===== config.mk =====
export PLATFORM = sky130hd
export DESIGN_NAME = gnss_binary_frame_parser_core
export DESIGN_NICKNAME = d
export VERILOG_FILES = /design/src/hw/rtl/gbfp_pkg.sv /design/src/hw/rtl/gbfp_parse_step.sv /design/src/hw/rtl/gnss_binary_frame_parser_core.sv
export SDC_FILE = /design/constraint.sdc
export NUM_CORES = 1
export LEC_CHECK = 0
export BUFFER_PORTS_ARGS = -buffer_cell sky130_fd_sc_hd__clkbuf_2
export CAP_MARGIN = 25
export CORE_ASPECT_RATIO = 2
export CORE_MARGIN = 5
export CORE_UTILIZATION = 57
export DETAILED_ROUTE_END_ITERATION = 10
export PLACE_DENSITY = 0.9
export SKIP_LAST_GASP = 1
export SLEW_MARGIN = 5
export SYNTH_ARGS = -nofsm -noshare
export SYNTH_HDL_FRONTEND = slang
export SYNTH_SLANG_ARGS = --single-unit
export TNS_END_PERCENT = 100

===== constraint.sdc =====
create_clock -name aclk -period 11.1 [get_ports aclk]
set_input_delay 1.11 -clock aclk [delete_from_list [all_inputs] [get_ports aclk]]
set_output_delay 1.11 -clock aclk [all_outputs]
set_load 0.01 [all_outputs]

===== src/hw/rtl/gbfp_pkg.sv =====
// Shared types and constants of the binary GNSS frame parser.
package gbfp_pkg;

    localparam logic [7:0] SYNC_FIRST  = 8'hB5;
    localparam logic [7:0] SYNC_SECOND = 8'h62;

    localparam int unsigned MAX_BYTES_W = 17;
    localparam logic [MAX_BYTES_W-1:0] MAX_BYTES_RESET = 17'd1024;

    // Status codes reported with every byte
    localparam logic [3:0] ST_SYNC_PARTIAL  = 4'd0;
    localparam logic [3:0] ST_SYNC_OK       = 4'd1;
    localparam logic [3:0] ST_ID_PARTIAL    = 4'd2;
    localparam logic [3:0] ST_ID_DONE       = 4'd3;
    localparam logic [3:0] ST_LEN_PARTIAL   = 4'd4;
    localparam logic [3:0] ST_LEN_DONE      = 4'd5;
    localparam logic [3:0] ST_PAYLOAD       = 4'd6;
    localparam logic [3:0] ST_PAYLOAD_DONE  = 4'd7;
    localparam logic [3:0] ST_CK_PARTIAL    = 4'd8;
    localparam logic [3:0] ST_CK_OK         = 4'd9;
    localparam logic [3:0] ST_CK_ERROR      = 4'd10;
    localparam logic [3:0] ST_OUT_OF_SYNC   = 4'd11;
    localparam logic [3:0] ST_OVERFLOW      = 4'd12;

    // Register index on the configuration port
    localparam logic REG_MAX_FRAME_BYTES = 1'b0;

    typedef enum logic [4:0] {
        PH_HUNT    = 5'b00001,
        PH_CLASSID = 5'b00010,
        PH_LENGTH  = 5'b00100,
        PH_PAYLOAD = 5'b01000,
        PH_CK      = 5'b10000
    } phase_t;

    typedef struct packed {
        phase_t                 phase;
        logic [MAX_BYTES_W-1:0] frame_pos;
        logic [15:0]            remaining;
        logic [7:0]             held_byte;
        logic [7:0]             sum_a;
        logic [7:0]             sum_b;
        logic [7:0]             msg_class;
        logic [7:0]             msg_id;
        logic [15:0]            length;
    } parse_state_t;

    typedef struct packed {
        logic [3:0]  status;
        logic [7:0]  data_byte;
        logic [7:0]  msg_class;
        logic [7:0]  msg_id;
        logic [15:0] payload_length;
        logic        frame_end;
    } parse_result_t;

    localparam parse_state_t STATE_RESET = '{
        phase:     PH_HUNT,
        frame_pos: '0,
        remaining: 16'd2,
        held_byte: 8'd0,
        sum_a:     8'd0,
        sum_b:     8'd0,
        msg_class: 8'd0,
        msg_id:    8'd0,
        length:    16'd0
    };

endpackage


===== src/hw/rtl/gbfp_parse_step.sv =====
// Per-byte next-state and status logic of the frame parser.
module gbfp_parse_step (
    input  gbfp_pkg::parse_state_t          cur_state,
    input  logic [7:0]                      rx_byte,
    input  logic [gbfp_pkg::MAX_BYTES_W-1:0] max_frame_bytes,
    output gbfp_pkg::parse_state_t          nxt_state,
    output gbfp_pkg::parse_result_t         result
);
    import gbfp_pkg::*;

    logic [MAX_BYTES_W:0] pos_inc;
    logic [7:0]           fl_a;
    logic [7:0]           fl_b;
    logic [15:0]          len_full;
    parse_state_t         upd;
    logic [3:0]           status;
    logic                 frame_end;

    assign pos_inc  = {1'b0, cur_state.frame_pos} + {{MAX_BYTES_W{1'b0}}, 1'b1};
    assign fl_a     = cur_state.sum_a + rx_byte;
    assign fl_b     = cur_state.sum_b + fl_a;
    assign len_full = {rx_byte, cur_state.length[7:0]};

    always_comb begin
        upd       = cur_state;
        status    = ST_OVERFLOW;
        frame_end = 1'b0;
        if (pos_inc > {1'b0, max_frame_bytes}) begin
            // drop the byte; the result keeps the aborted frame's fields
            status    = ST_OVERFLOW;
            frame_end = 1'b1;
        end else begin
            upd.frame_pos = pos_inc[MAX_BYTES_W-1:0];
            case (cur_state.phase)
                PH_CLASSID: begin
                    upd.sum_a = fl_a;
                    upd.sum_b = fl_b;
                    if (cur_state.remaining >= 16'd2) begin
                        upd.msg_class = rx_byte;
                        upd.remaining = 16'd1;
                        status        = ST_ID_PARTIAL;
                    end else begin
                        upd.msg_id    = rx_byte;
                        upd.phase     = PH_LENGTH;
                        upd.remaining = 16'd2;
                        status        = ST_ID_DONE;
                    end
                end
                PH_LENGTH: begin
                    upd.sum_a = fl_a;
                    upd.sum_b = fl_b;
                    if (cur_state.remaining >= 16'd2) begin
                        upd.length    = {8'd0, rx_byte};
                        upd.remaining = 16'd1;
                        status        = ST_LEN_PARTIAL;
                    end else begin
                        upd.length = len_full;
                        if (len_full != 16'd0) begin
                            upd.phase     = PH_PAYLOAD;
                            upd.remaining = len_full;
                        end else begin
                            // empty payload: go straight to the checksum
                            upd.phase     = PH_CK;
                            upd.remaining = 16'd2;
                        end
                        status = ST_LEN_DONE;
                    end
                end
                PH_PAYLOAD: begin
                    upd.sum_a = fl_a;
                    upd.sum_b = fl_b;
                    if (cur_state.remaining <= 16'd1) begin
                        upd.phase     = PH_CK;
                        upd.remaining = 16'd2;
                        status        = ST_PAYLOAD_DONE;
                    end else begin
                        upd.remaining = cur_state.remaining - 16'd1;
                        status        = ST_PAYLOAD;
                    end
                end
                PH_CK: begin
                    if (cur_state.remaining >= 16'd2) begin
                        upd.held_byte = rx_byte;
                        upd.remaining = 16'd1;
                        status        = ST_CK_PARTIAL;
                    end else begin
                        status = (cur_state.held_byte == cur_state.sum_a &&
                                  rx_byte == cur_state.sum_b) ? ST_CK_OK : ST_CK_ERROR;
                        frame_end = 1'b1;
                    end
                end
                default: begin
                    // sync hunt, pairwise
                    if (cur_state.remaining >= 16'd2) begin
                        upd.held_byte = rx_byte;
                        upd.remaining = 16'd1;
                        status        = ST_SYNC_PARTIAL;
                    end else if (cur_state.held_byte == SYNC_FIRST &&
                                 rx_byte == SYNC_SECOND) begin
                        upd.phase     = PH_CLASSID;
                        upd.remaining = 16'd2;
                        upd.sum_a     = 8'd0;
                        upd.sum_b     = 8'd0;
                        status        = ST_SYNC_OK;
                    end else begin
                        status    = ST_OUT_OF_SYNC;
                        frame_end = 1'b1;
                    end
                end
            endcase
        end
    end

    always_comb begin
        result.status         = status;
        result.data_byte      = rx_byte;
        result.msg_class      = upd.msg_class;
        result.msg_id         = upd.msg_id;
        result.payload_length = upd.length;
        result.frame_end      = frame_end;
        nxt_state             = frame_end ? STATE_RESET : upd;
    end

endmodule


===== src/hw/rtl/gnss_binary_frame_parser_core.sv =====
// Top level of the binary GNSS frame parser: stream ports, register port, state.
//
// Usage:
//   Feed received serial bytes one per transfer on the s_ channel (s_tdata).
//   Every accepted byte yields exactly one status transfer on the m_ channel:
//   status, the echoed byte, and the class, id and payload length of the
//   current frame. m_tlast is high on a frame-ending transfer (checksum ok,
//   checksum error, out of sync, overflow); the parser then hunts for the
//   next sync pair. Capture payload bytes from m_tdata while status shows
//   payload or payload done.
//   The status of an accepted byte is registered; it shows from the next cycle.
//   Throughput: one byte per cycle unless the output stalls; the parse state
//   is updated in the same cycle the byte is taken, so bytes may arrive back to back.
//   Stall: the single output register holds its transfer while m_tready is
//   low; s_tready is high whenever that register is empty or being drained.
//   Reset (aresetn low, synchronous): parser returns to the sync hunt,
//   max_frame_bytes returns to 1024, the output register empties.
//   Register 0 (byte address 0): max_frame_bytes, 17 bits. Write it only
//   while no byte is in flight.
module gnss_binary_frame_parser_core (
    input  logic        aclk,
    input  logic        aresetn,
    // input stream
    input  logic        s_tvalid,
    output logic        s_tready,
    input  logic [7:0]  s_tdata,   // [7:0] rx_byte
    // result stream
    output logic        m_tvalid,
    input  logic        m_tready,
    output logic [47:0] m_tdata,   // [3:0] status, [11:4] data_byte, [19:12] msg_class,
                                   // [27:20] msg_id, [43:28] payload_length, [47:44] zero
    output logic        m_tlast,   // frame_end
    // configuration
    input  logic        psel,
    input  logic        penable,
    input  logic        pwrite,
    input  logic [2:0]  paddr,
    input  logic [31:0] pwdata,
    output logic [31:0] prdata,
    output logic        pready
);
    import gbfp_pkg::*;

    parse_state_t           state_reg;
    parse_state_t           state_next;
    parse_result_t          res_reg;
    parse_result_t          res_next;
    logic                   m_tvalid_reg;
    logic [MAX_BYTES_W-1:0] max_bytes_reg;
    logic                   in_xfer;
    logic                   cfg_wr;

    assign pready   = 1'b1;
    assign cfg_wr   = psel && penable && pwrite && pready;
    assign s_tready = !m_tvalid_reg || m_tready;
    assign in_xfer  = s_tvalid && s_tready;

    // configuration register
    always_ff @(posedge aclk) begin
        if (!aresetn) begin
            max_bytes_reg <= MAX_BYTES_RESET;
        end else if (cfg_wr && paddr[2] == REG_MAX_FRAME_BYTES) begin
            max_bytes_reg <= pwdata[MAX_BYTES_W-1:0];
        end
    end

    always_comb begin
        prdata = 32'd0;
        if (paddr[2] == REG_MAX_FRAME_BYTES) begin
            prdata = {{(32-MAX_BYTES_W){1'b0}}, max_bytes_reg};
        end
    end

    gbfp_parse_step u_step (
        .cur_state       (state_reg),
        .rx_byte         (s_tdata),
        .max_frame_bytes (max_bytes_reg),
        .nxt_state       (state_next),
        .result          (res_next)
    );

    // advance the parse state on every accepted byte
    always_ff @(posedge aclk) begin
        if (!aresetn) begin
            state_reg <= STATE_RESET;
        end else if (in_xfer) begin
            state_reg <= state_next;
        end
    end

    // output register: load on accept, drop once taken
    always_ff @(posedge aclk) begin
        if (!aresetn) begin
            m_tvalid_reg <= 1'b0;
        end else if (in_xfer) begin
            m_tvalid_reg <= 1'b1;
        end else if (m_tready) begin
            m_tvalid_reg <= 1'b0;
        end
    end

    always_ff @(posedge aclk) begin
        if (in_xfer) begin
            res_reg <= res_next;
        end
    end

    assign m_tvalid = m_tvalid_reg;
    assign m_tlast  = res_reg.frame_end;
    assign m_tdata  = {4'd0, res_reg.payload_length, res_reg.msg_id, res_reg.msg_class,
                       res_reg.data_byte, res_reg.status};

    // a frame-ending result leaves the parser back in the hunt at position zero
    a_end_restarts: assert property (@(posedge aclk) disable iff (!aresetn)
        (in_xfer && res_next.frame_end) |=>
            (state_reg.phase == PH_HUNT && state_reg.frame_pos == '0 &&
             state_reg.remaining == 16'd2))
        else $error("parser not restarted after frame end");

    // tlast marks exactly the terminal statuses
    a_last_status: assert property (@(posedge aclk) disable iff (!aresetn)
        m_tvalid_reg |-> (m_tlast == (res_reg.status == ST_CK_OK ||
                                      res_reg.status == ST_CK_ERROR ||
                                      res_reg.status == ST_OUT_OF_SYNC ||
                                      res_reg.status == ST_OVERFLOW)))
        else $error("m_tlast disagrees with status");

    // input side stalls only behind a held result
    a_stall_cause: assert property (@(posedge aclk) disable iff (!aresetn)
        !s_tready |-> (m_tvalid_reg && !m_tready))
        else $error("input stalled without a held result");

    // outside the payload the byte counter only counts pairs
    a_pair_count: assert property (@(posedge aclk) disable iff (!aresetn)
        (state_reg.phase != PH_PAYLOAD) |->
            (state_reg.remaining == 16'd1 || state_reg.remaining == 16'd2))
        else $error("pair counter out of range");

    // an unstalled held result is replaced or retired in the next cycle
    a_drain: assert property (@(posedge aclk) disable iff (!aresetn)
        (m_tvalid_reg && m_tready && !in_xfer) |=> !m_tvalid_reg)
        else $error("result not retired after transfer");

endmodule


Word-level counts from Yosys, hierarchy flattened. Cells that the tools add are included.

$lt $le $gt $ge: 3. Reduce and logical (&&, ||, !) cells: 20. Bitwise logic cells: 1. Mux-type cells: 43. $add $sub $neg: 4. Equality and inequality tests: 17.

Operator list (count): 94-bit 2-to-1 mux (2); 16-bit 2-to-1 mux (10); 16-bit one-hot mux with 4 select lines (1); 16-bit one-hot mux with 2 select lines (1); 5-bit 2-to-1 mux (6); 24-bit 2-to-1 mux (1); 8-bit 2-to-1 mux (3); 5-bit one-hot mux with 4 select lines (1); 17-bit by 1-bit adder with 18-bit output (second input constant) (1); 18-bit by 17-bit greater-than comparator with 1-bit output (1); 17-bit 2-to-1 mux (1); 8-bit adder (2); 8-bit equality test (2); 16-bit by 2-bit greater-or-equal comparator with 1-bit output (second input constant) (1); 16-bit by 1-bit less-or-equal comparator with 1-bit output (second input constant) (1); 4-bit one-hot mux with 4 select lines (1); 8-bit one-hot mux with 2 select lines (1); 16-bit nonzero test (1); 16-bit by 1-bit subtractor with 16-bit output (second input constant) (1); 4-bit 2-to-1 mux (3); 3-bit by 2-bit != test with 1-bit output (second input constant) (4); 1-bit 2-to-1 mux (9); 8-bit by 7-bit equality test with 1-bit output (second input constant) (1); 8-bit equality test (second input constant) (1); 21 further kinds (32).

Output and inout port bits: 84. Bits of input ports: 50. Logic and storage cells: 105. Flip-flop bits (word level): 157.

Logic depth before layout (Yosys ltp). Gate-level depths: netlist of the first run.

Depth in word-level cells: 8. Mapped depth: 17. Depth with buffers taken out: 15.

Hierarchy. Synthesis of the first run repeated with hierarchy kept, for this count alone.

Cell total of the unflattened synthesis: 1106. Area, all modules: 9821.9 sq um.

By module, submodules not included: gnss_binary_frame_parser_core (seq. area each 3593.4 sq um, cells an instance 572, area each 5984.5 sq um, instances 1); gbfp_parse_step (seq. area each 0.0 sq um, cells an instance 534, area each 3837.4 sq um, instances 1).

Worst setup path before layout of the first run. No wires, ideal clock.

Path type: input-to-reg. From: in s_tdata[1]. To: reg state_reg[39] (netlist bit). Data arrival time: 4034 ps. Stages on the path: 15. Setup slack: 6992 ps. Library setup time: 74 ps. Path buffers: 1. Path through: clkbuf_1 -> inv_1 -> fa_1 -> nor2b_1 -> o21ai_0 -> a21boi_0 -> or4_1 -> nand3_1 -> ha_1 -> or3_1 -> o21ai_0 -> a21oi_1 -> xor2_1 -> or4b_1 -> a31oi_1.

Word-level cells in the longest chain between the ends: 8.

Ends and longest elaborated chain: start, declared (line gnss_binary_frame_parser_core.sv:26) `input logic [7:0] s_tdata,`; parallel branches: the longest is 8 deep, another holds 8-bit adder; end signal, assigned (line gnss_binary_frame_parser_core.sv:87) `state_reg <= state_next;`; end, declared (line gnss_binary_frame_parser_core.sv:44) `parse_state_t state_reg;`.

Parallel ways; which one is timed is not known. The select of a mux whose other input is x is not followed. A chain may end at the register's enable or synchronous reset.

==> results of run 1 <==
## path summary, 6_finish.rpt
kind                                    endpoint  slack [ns]  cells after the start              from
worst max register to register       m_tdata[22]        6.24                     13     state_reg[72]
worst max-delay path                 m_tdata[22]        6.24                     13     state_reg[72]
worst min register to register  max_bytes_reg[1]        0.45                      2  max_bytes_reg[1]
worst min-delay path            max_bytes_reg[1]        0.45                      2  max_bytes_reg[1]
## per-stage QoR
stage	cells	worst slack, ns	area [um^2]	hold WS (ns)	power, uW
after floorplan	883	6.99	8450	0.435	702
after global placement	1106	6.33	8810	0.440	730
after detailed placement	1106	6.31	8810	0.447	733
after CTS	1138	6.27	9360	0.455	1280
after global routing	1139	5.92	9370	0.478	1310
final	1139	6.24	9370	0.455	1270
## cell usage after synthesis, types with 4 or more instances
cell type	instances
a21o_1	10
a21oi_1	50
a22o_1	33
a22oi_1	10
a32o_1	21
a32oi_1	13
and3_1	9
buf_2	13
buf_4	22
buf_6	5
clkbuf_1	28
dfxtp_1	112
edfxtp_1	45
ha_1	35
inv_1	36
mux2_2	21
nand2_1	85
nand2b_1	7
nand3_1	37
nand3b_1	4
nand4_1	14
nor2_1	54
nor2b_1	9
nor3_1	11
nor4_1	13
o211ai_1	5
o21ai_0	19
or3_1	6
or4_1	4
xnor2_1	16
xor2_1	33
## area by class of cell
type / count / area [um^2] / area share [%]
multi-input cells: 619 / 4310 / 46.0
flip-flops and latches: 157 / 3590 / 38.4
repair buffers: 102 / 526 / 5.61
clock buffers: 17 / 425 / 4.54
well taps: 192 / 240 / 2.56
inverters: 37 / 141 / 1.51
clock inverters: 15 / 129 / 1.38
## logic make-up (layout without fill, tap and decap cells)
family / after synthesis / count (layout) / share of synthesized area [%]
buffers and inverters: 107 / 171 / 6.45
AO/OA/AOI/OAI: 207 / 207 / 18.6
XOR/XNOR: 49 / 49 / 5.12
adder cells (fa/ha/maj): 37 / 37 / 5.70
other: 2 / 20 / 0.0896
AND/OR/NAND/NOR: 283 / 283 / 18.0
multiplexers: 23 / 23 / 3.09
flip-flops: 157 / 157 / 42.9
## power by group through the flow
stage / combinational [uW] / sequential [uW] / clock (uW)
CTS: 110 / 611 / 556
finish: 111 / 611 / 549
detailed placement: 109 / 624 / 0
global placement: 107 / 623 / 0
floorplan: 74.9 / 627 / 0
global route: 121 / 612 / 580
## worst reg2reg max path: stages, from the launching register on
cell       delay, ns
dfxtp_1         0.43
ha_1            0.22
and3_1          0.23
and3_1          0.27
nor3b_1         0.46
nand3_1         0.16
xnor2_1         0.24
ha_1            0.30
nor2b_1         0.14
a2111oi_1       0.52
a31o_2          0.45
nand2_2         0.16
nor2_2          0.60
mux2_2          0.42
## per-layer routing
layer,GRT usage [%],vias up
li1,-,3300
met2,43.2,314
met5,0,-
met1,24.9,3304
met4,13.9,0
met3,3.48,66
==> impl_metrics.toml, run 1 <==
[power_and_ir_drop]
vdd_drop_max_v = 0.000115
p_leak_uw = 0.00389
power.internal_uw = 933
powerDensity_nw_per_um2 = 136
p_switching_uw = 339
p_comb_share_pct = 8.7
swShare_pct = 26.6
seq_power_share_pct = 48.0
power_frac_clock_pct = 43.2

[cells_and_area]
utilization_pct = 64.9
antenna_cells = 0
area_growth_pct = 11.8
final_common_cell = "dfxtp_1"
final_nets = 1021
largest_reg_flops = 94
drive_gt1_share_pct = 19.1
most-common-layout-cells = "112 x dfxtp_1, 96 x clkbuf_2, 85 x nand2_1"
fillerInstances = 1175

[global_route]
grt_overflow = 0
track_usage_pct = 23.7
grt_pass1_vias = 6862
grt_max_degree = 57
antenna_found_initial = 0
grt_first_pass_wirelength_um = 32800

[floorplanning]
rows = 62
core_area_um2 = 14400
die_y_um = 181
io-pin-count = 134
die_area_um2 = 17400
start_util_pct = 58.1
die_w_um = 95.7

[clocking]
ctsLongestPathBuffers = 2
htreeDepth = 4
cts_hold_buf = 0
clock_sinks = 157
cts_inserted_buffers = 17
cts_tree = "built"
cts_setup_buffers = 0
clock_latency_ns = 0.43
clock-root-buffer = "clkbuf_16"
clk_pin_slew_ns = 0.07
cts_resized = 0

[logic_synthesis]
ys_seq_area_share_pct = 42.9
synth_edf_count = 45
synth_cell_types = 86
syn_avg_cell_area_um2 = 9.69
syn_inst = 865
synth_top_area_share_pct = 26.8
syn_area_um2 = 8380
synthArstFlopShare_pct = 0
synth_top_cell_by_area = "dfxtp_1"
yosys_warnings = 0
synth_area_leaders = "dfxtp_1 27%, edfxtp_1 16%, ha_1 5.2%"
ys_ff_latch = 157
synth_flop_cell = "dfxtp_1"

[flow_run]
drv_cap = 0

[placement]
gp_congestion = 0.902
port_buffers = 96
dp_hpwl_um = 14100

[routing]
vias_per_cell = 6.13
wl_met2_um = 10900
wl_per_cell_um = 17.6
wl_met3_um = 1150
drcViolationCount = 0
first_pass_iters = 6
drt_wl_total_um = 20100
m1WireLength_um = 7240
antenna_left = 0
top_layer_used = "met4"
drtIter0Drc = 473
num_vias = 6984

[run_status]
outcome = "finished clean"

[sta]
slew_headroom_pct = 38.0
fmax_mhz = 206
finalHoldViolations = 0
period_share_pct = 43.8
grt_setup_unrepaired = "false"
skew_ns = 0.0128
tns_ns = 0
fin_crit_ns = 4.86
report.final.slew_viol_count = 0
finalSetupViolations = 0
worstMarginPinSlew_ns = 0.926

[worst_setup_path]
arrival_ns = 5.04
critical_path_buf_inv_count = 0
crit_chain = "ha_1 -> and3_1 -> and3_1 -> nor3b_1 -> nand3_1 -> xnor2_1 -> ha_1 -> nor2b_1 -> a2111oi_1 -> a31o_2 -> nand2_2 -> nor2_2 -> mux2_2"
max_stage_delay_ns = 0.60
critPathTopFamily = "simple AND/OR/NAND/NOR gates"
end_kind = "register"
critPathLaunchType = "register"
worstPathRequired_ns = 11.28
crit_slowest_cell = "nor2_2"
path_max_fanout = 16
crit_type = "register to register"

[hold_path]
hold_path_class = "register to register"
Note: power is estimated with default switching activity, not from simulation.
==> run 2: changes to the inputs <==
--- a/config.mk
+++ b/config.mk
@@ -9,9 +9,9 @@
 export CAP_MARGIN = 25
 export CORE_ASPECT_RATIO = 2
 export CORE_MARGIN = 5
-export CORE_UTILIZATION = 57
+export CORE_UTILIZATION = 52
 export DETAILED_ROUTE_END_ITERATION = 10
-export PLACE_DENSITY = 0.9
+export PLACE_DENSITY = 0.87
 export SKIP_LAST_GASP = 1
 export SLEW_MARGIN = 5
 export SYNTH_ARGS = -nofsm -noshare
==> constraint.sdc (replaced) <==
create_clock -name aclk -period 4 [get_ports aclk]
set_input_delay 0.4 -clock aclk [delete_from_list [all_inputs] [get_ports aclk]]
set_output_delay 0.4 -clock aclk [all_outputs]
set_load 0.01 [all_outputs]
==> impl_metrics.toml, run 2 (synthesis results as in run 1) <==
[cells_and_area]
antenna_cells = 0
final_common_cell = "dfxtp_1"
fillerInstances = 1288
largest_reg_flops = 94
area_growth_pct = 15.8
final_nets = 1049
most-common-layout-cells = "112 x dfxtp_1, 96 x clkbuf_2, 85 x nand2_1"
drive_gt1_share_pct = 21.9

[clocking]
htreeDepth = 4
cts_inserted_buffers = 17
ctsLongestPathBuffers = 2
cts_tree = "built"
clock_latency_ns = 0.43
clock-root-buffer = "clkbuf_16"
clk_pin_slew_ns = 0.07
cts_hold_buf = 0
clock_sinks = 157

[global_route]
grt_overflow = 0
antenna_found_initial = 0
grt_first_pass_wirelength_um = 33300
grt_pass1_vias = 7051
track_usage_pct = 21.8
grt_max_degree = 38

[placement]
port_buffers = 96
dp_hpwl_um = 15000
gp_congestion = 0.924
dp_slack_ns = -0.0408

[hold_path]
min-delay-start = "pwdata[15]"
holdPathEnd = "max_bytes_reg[15]"
hold_path_class = "primary input to register"
hold_depth = 3

[power_and_ir_drop]
seq_power_share_pct = 46.2
p_leak_uw = 0.00407
power.internal_uw = 2740
powerDensity_nw_per_um2 = 378
swShare_pct = 25.3
power_frac_clock_pct = 44.9
vdd_drop_max_v = 0.000269
p_switching_uw = 930
power_uw = 3670
p_comb_share_pct = 9.0

[worst_setup_path]
crit-reg2reg-launch = "state_reg[73]"
arrival_ns = 3.96
max_stage_delay_ns = 0.39
end_kind = "register"
crit_path_frequent_cell = "and3_1"
crit_type = "register to register"
crit_chain = "ha_1 -> and3_1 -> and3_1 -> and2_1 -> and3_1 -> xor2_2 -> ha_1 -> a21oi_1 -> nand2_1 -> a2111oi_4 -> a31o_4 -> nand2_2 -> nor2_2 -> buf_12 -> mux2_2"
worst-path-stages = 15
r2r_cells = 15
critPathTopFamily = "simple AND/OR/NAND/NOR gates"
critical_path_buf_inv_count = 1
reg2reg_slack_ns = 0.21
crit_slowest_cell = "a2111oi_4"
critPathLaunchType = "register"
rr_endpoint = "m_tdata[22]"
worstPathRequired_ns = 4.17
path_max_fanout = 16

[routing]
wl_per_cell_um = 17.5
first_pass_iters = 5
num_vias = 7095
drcViolationCount = 0
drt_wl_total_um = 20600
drtIter0Drc = 335
antenna_left = 0
vias_per_cell = 6.03

[sta]
slew_headroom_pct = 39.0
period_share_pct = 94.7
worstMarginPinSlew_ns = 0.914
finalSetupViolations = 0
grt_setup_unrepaired = "false"
finalHoldViolations = 0
skew_ns = 0.0128
fmax_mhz = 264
setup_ws_ns = 0.211
report.final.slew_viol_count = 0
fin_crit_ns = 3.79

[floorplanning]
die_w_um = 99.8
rows = 65
start_util_pct = 52.8
die_y_um = 190
core_area_um2 = 15900
die_area_um2 = 18900
io-pin-count = 134

[run_status]
outcome = "finished clean"

[flow_run]
drv_cap = 0
==> run 2: cell count changes in the layout (fill, tap and decap cells not counted), sizes merged <==
| cell | previous run | this run |
|---|---|---|
| buf | 6 | 34 |
| inv | 45 | 44 |
| clkinvlp | 3 | 1 |
| clkbuf | 113 | 115 |
| bufinv | 0 | 2 |
| clkinv | 4 | 3 |
==> run 2: area by class of cell <==
| type | count | area [um^2] | area share, % |
|---|---|---|---|
| multi-input cells | 619 | 4360 | 45.0 |
| flip-flops and latches | 157 | 3590 | 37.0 |
| repair buffers | 130 | 761 | 7.84 |
| clock buffers | 19 | 443 | 4.56 |
| well taps | 201 | 251 | 2.59 |
| clock inverters | 13 | 153 | 1.57 |
| inverters | 37 | 141 | 1.46 |
==> run 2: stage by stage <==
stage | util [%] | hold WS [ns] | cell area (um^2) | std cells | setup TNS (ns)
floorplan | - | 0.435 | 8450 | 883 | 0
global placement | 57.1 | 0.440 | 9060 | 1143 | 0
detailed placement | 57.1 | 0.447 | 9060 | 1143 | -0.157
CTS | 60.9 | 0.167 | 9670 | 1176 | 0
global route | 61.2 | 0.179 | 9710 | 1176 | 0
finish | 61.2 | 0.185 | 9710 | 1176 | 0
==> run 2: power groups by stage <==
stage	registers (uW)	logic, uW	clock network (uW)
after floorplan	1740	208	0
after global placement	1730	315	0
after detailed placement	1730	323	0
after CTS	1700	326	1660
after global routing	1700	357	1730
final	1690	330	1650
==> run 2: worst max path at each step <==
stage                    end     startpoint
2_1_floorplan    m_tdata[26]  state_reg[72]
3_3_place_gp   state_reg[56]  state_reg[73]
3_5_place_dp   state_reg[56]  state_reg[73]
4_1_cts        state_reg[56]  state_reg[73]
5_1_grt         state_reg[7]  state_reg[73]
6_report         m_tdata[22]  state_reg[73]
==> run 2: layer usage <==
metal,vias up,wire (um),GRT usage [%]
li1,3352,-,-
met1,3360,7310,22.3
met2,301,11000,40.5
met3,82,1130,3.50
met4,0,1130,13.2
met5,-,0,0
==> run 2: tightest hold or removal path: stages <==
cell and delay (ns):
clkbuf_2 0.08, nand2_1 0.04, a21oi_1 0.05
==> run 2: what timing repair did <==
action	CTS	global route
buffers inserted	1	0
setup endpoints to repair	14	73
pin swaps	1	3
gates resized for setup	1	5
==> run 3: changes to the inputs <==
--- a/config.mk
+++ b/config.mk
@@ -9,12 +9,13 @@
 export CAP_MARGIN = 25
 export CORE_ASPECT_RATIO = 2
 export CORE_MARGIN = 5
-export CORE_UTILIZATION = 52
+export CORE_UTILIZATION = 53
 export DETAILED_ROUTE_END_ITERATION = 10
 export PLACE_DENSITY = 0.87
 export SKIP_LAST_GASP = 1
 export SLEW_MARGIN = 5
 export SYNTH_ARGS = -nofsm -noshare
 export SYNTH_HDL_FRONTEND = slang
+export SYNTH_HIERARCHICAL = 1
 export SYNTH_SLANG_ARGS = --single-unit
 export TNS_END_PERCENT = 100
==> impl_metrics.toml, run 3 <==
[global_route]
antenna_found_initial = 0
grt_overflow = 0
met1_usage_pct = 23.7
grt_pass1_vias = 7991
track_usage_pct = 22.2
grt_first_pass_wirelength_um = 38700
use_met2_pct = 40.9
grt-busiest-layer = "met2"
use_met3_pct = 3.37
grt_max_degree = 145

[hold_path]
hold_path_class = "primary input to register"
min-delay-start = "pwdata[10]"
hold_depth = 3
holdPathEnd = "max_bytes_reg[10]"

[logic_synthesis]
synthMostInstantiatedCell = "nand2_1"
ys_seq_area_share_pct = 36.6
synth_top_cell_by_area = "dfxtp_1"
syn_area_um2 = 9820
synth_area_leaders = "dfxtp_1 23%, edfxtp_1 14%, mux2i_1 11%"
yosys_warnings = 6
synthArstFlopShare_pct = 0
synth_commonest_cells = "228 x nand2_1, 112 x dfxtp_1, 104 x mux2i_1"
syn_avg_cell_area_um2 = 8.88
synth_cell_types = 73
synth_flop_cell = "dfxtp_1"
syn_inst = 1106
synth_edf_count = 45
ys_ff_latch = 157
synth_top_area_share_pct = 22.8

[sta]
finalSetupViolations = 0
skew_ns = 0.00743
slew_headroom_pct = 33.6
finalHoldViolations = 0
fmax_mhz = 259
period_share_pct = 96.6
report.final.slew_viol_count = 0
worstMarginPinSlew_ns = 0.996
fin_crit_ns = 3.86

[routing]
drtIter0Drc = 600
antenna_left = 0
first_pass_iters = 6
num_vias = 8303
drt_wl_total_um = 24400
drcViolationCount = 0
wl_per_cell_um = 17.4
vias_per_cell = 5.91

[cells_and_area]
fin_cells = 1405
drive_gt1_share_pct = 18.8
most-common-layout-cells = "228 x nand2_1, 109 x dfxtp_1, 104 x mux2i_1"
final_common_cell = "nand2_1"
final_nets = 1263
antenna_cells = 0
utilization_pct = 60.5
largest_reg_flops = 94
area_growth_pct = 12.8

[floorplanning]
die_w_um = 106
io-pin-count = 134
rows = 70
core_area_um2 = 18300
start_util_pct = 53.7
die_y_um = 203
die_area_um2 = 21500

[clocking]
clock_latency_ns = 0.44
cts_inserted_buffers = 17
clock-root-buffer = "clkbuf_16"
cts_hold_buf = 0
htreeDepth = 4
cts_tree = "built"
ctsLongestPathBuffers = 2
clock_sinks = 157
clk_pin_slew_ns = 0.07

[placement]
dp_hpwl_um = 16400
port_buffers = 96
gp_congestion = 0.918
placedCellCount = 1369

[worst_setup_path]
crit_type = "register to register"
worstPathRequired_ns = 4.30
path_max_fanout = 8
rr_endpoint = "state_reg[1]"
end_kind = "register"
r2r_cells = 16
arrival_ns = 4.16
crit-reg2reg-launch = "state_reg[77]"
critPathLaunchType = "register"
reg2reg_slack_ns = 0.14

[power_and_ir_drop]
power_uw = 3780
vdd_drop_max_v = 0.000291
p_leak_uw = 0.00484
powerDensity_nw_per_um2 = 341

[run_status]
outcome = "finished clean"

[flow_run]
drv_cap = 0
run 3: cell count changes after synthesis, sizes merged, moves of 13 or more:
cell and change:
a32o -14, nand2 +142, mux2i +104, buf +20
and2 +24, a32oi -13, a21oi -22, a22o -32
and3 +16
run 3: logic make-up (layout without fill, tap and decap cells):
family                   Yosys count  in the layout  share of synthesized area, %
buffers and inverters            134            199                          7.52
AND/OR/NAND/NOR                  456            456                          22.3
AO/OA/AOI/OAI                    136            136                          9.67
multiplexers                     128            128                          14.0
adder cells (fa/ha/maj)           37             37                          4.87
XOR/XNOR                          56             56                          4.99
other                              2             20                        0.0765
flip-flops                       157            157                          36.6
run 3: metal layers:
| layer | up-vias | share of wire (%) | wire length (um) |
|---|---|---|---|
| met1 | 3912 | 37 | 9010 |
| met2 | 393 | 52 | 12700 |
| li1 | 3919 | - | - |
| met3 | 79 | 6.3 | 1540 |
| met5 | - | 0 | 0 |
| met4 | 0 | 4.7 | 1140 |
run 3: how the worst max path moves through the flow:
stage,start,end,slack (ns)
floorplan,state_reg[72],state_reg[92],0.34
global placement,state_reg[72],state_reg[89],0.08
detailed placement,state_reg[72],state_reg[89],0.02
CTS,state_reg[76],state_reg[26],0.02
global route,state_reg[77],state_reg[42],-0.003
finish,state_reg[77],state_reg[1],0.14
run 3: what timing repair did:
action / 4_1_cts / 5_1_grt
gates resized for setup: 3 / 10
setup buffers: 0 / 4
pin swaps: 0 / 4
endpoints found under the setup margin: 3 / 98
run 3: area by class of cell:
cell class              instances  area (um^2)
multi-input cells             833         5610
clock inverters                15          191
clock buffers                  17          425
well taps                     216          270
fillers                      1455         7230
repair buffers                133          860
inverters                      34          130
flip-flops and latches        157         3600
run 3: power breakdown:
part	internal (uW)	switching (uW)	total [uW]	leakage (uW)
registers	1670	24.5	1700	0.00136
logic	153	269	422	0.00318
clock network	853	805	1660	0.000298
run 3: worst max-delay path: stages (launching register included):
cell and delay, ns:
dfxtp_1 0.37, and3_1 0.19, and3_1 0.20, and2_4 0.18, nand4_1 0.12, xnor2_1 0.17, ha_1 0.28, nand2_1 0.06
or4_4 0.55, o32a_4 0.46, nor2_8 0.13, a22o_1 0.21, buf_12 0.15, mux2_4 0.31, and2_1 0.16, nand2_1 0.07
mux2i_1 0.10
run 3: through the flow:
| stage | area (um^2) | hold WS (ns) | setup TNS, ns | setup WS, ns |
|---|---|---|---|---|
| finish | 11100 | 0.169 | 0 | 0.138 |
| global route | 11100 | 0.170 | -0.00524 | -0.00277 |
| CTS | 11000 | 0.161 | 0 | 0.0201 |
| detailed placement | 10400 | 0.450 | 0 | 0.0242 |
| global placement | 10400 | 0.439 | 0 | 0.0757 |
| floorplan | 9890 | 0.431 | 0 | 0.341 |
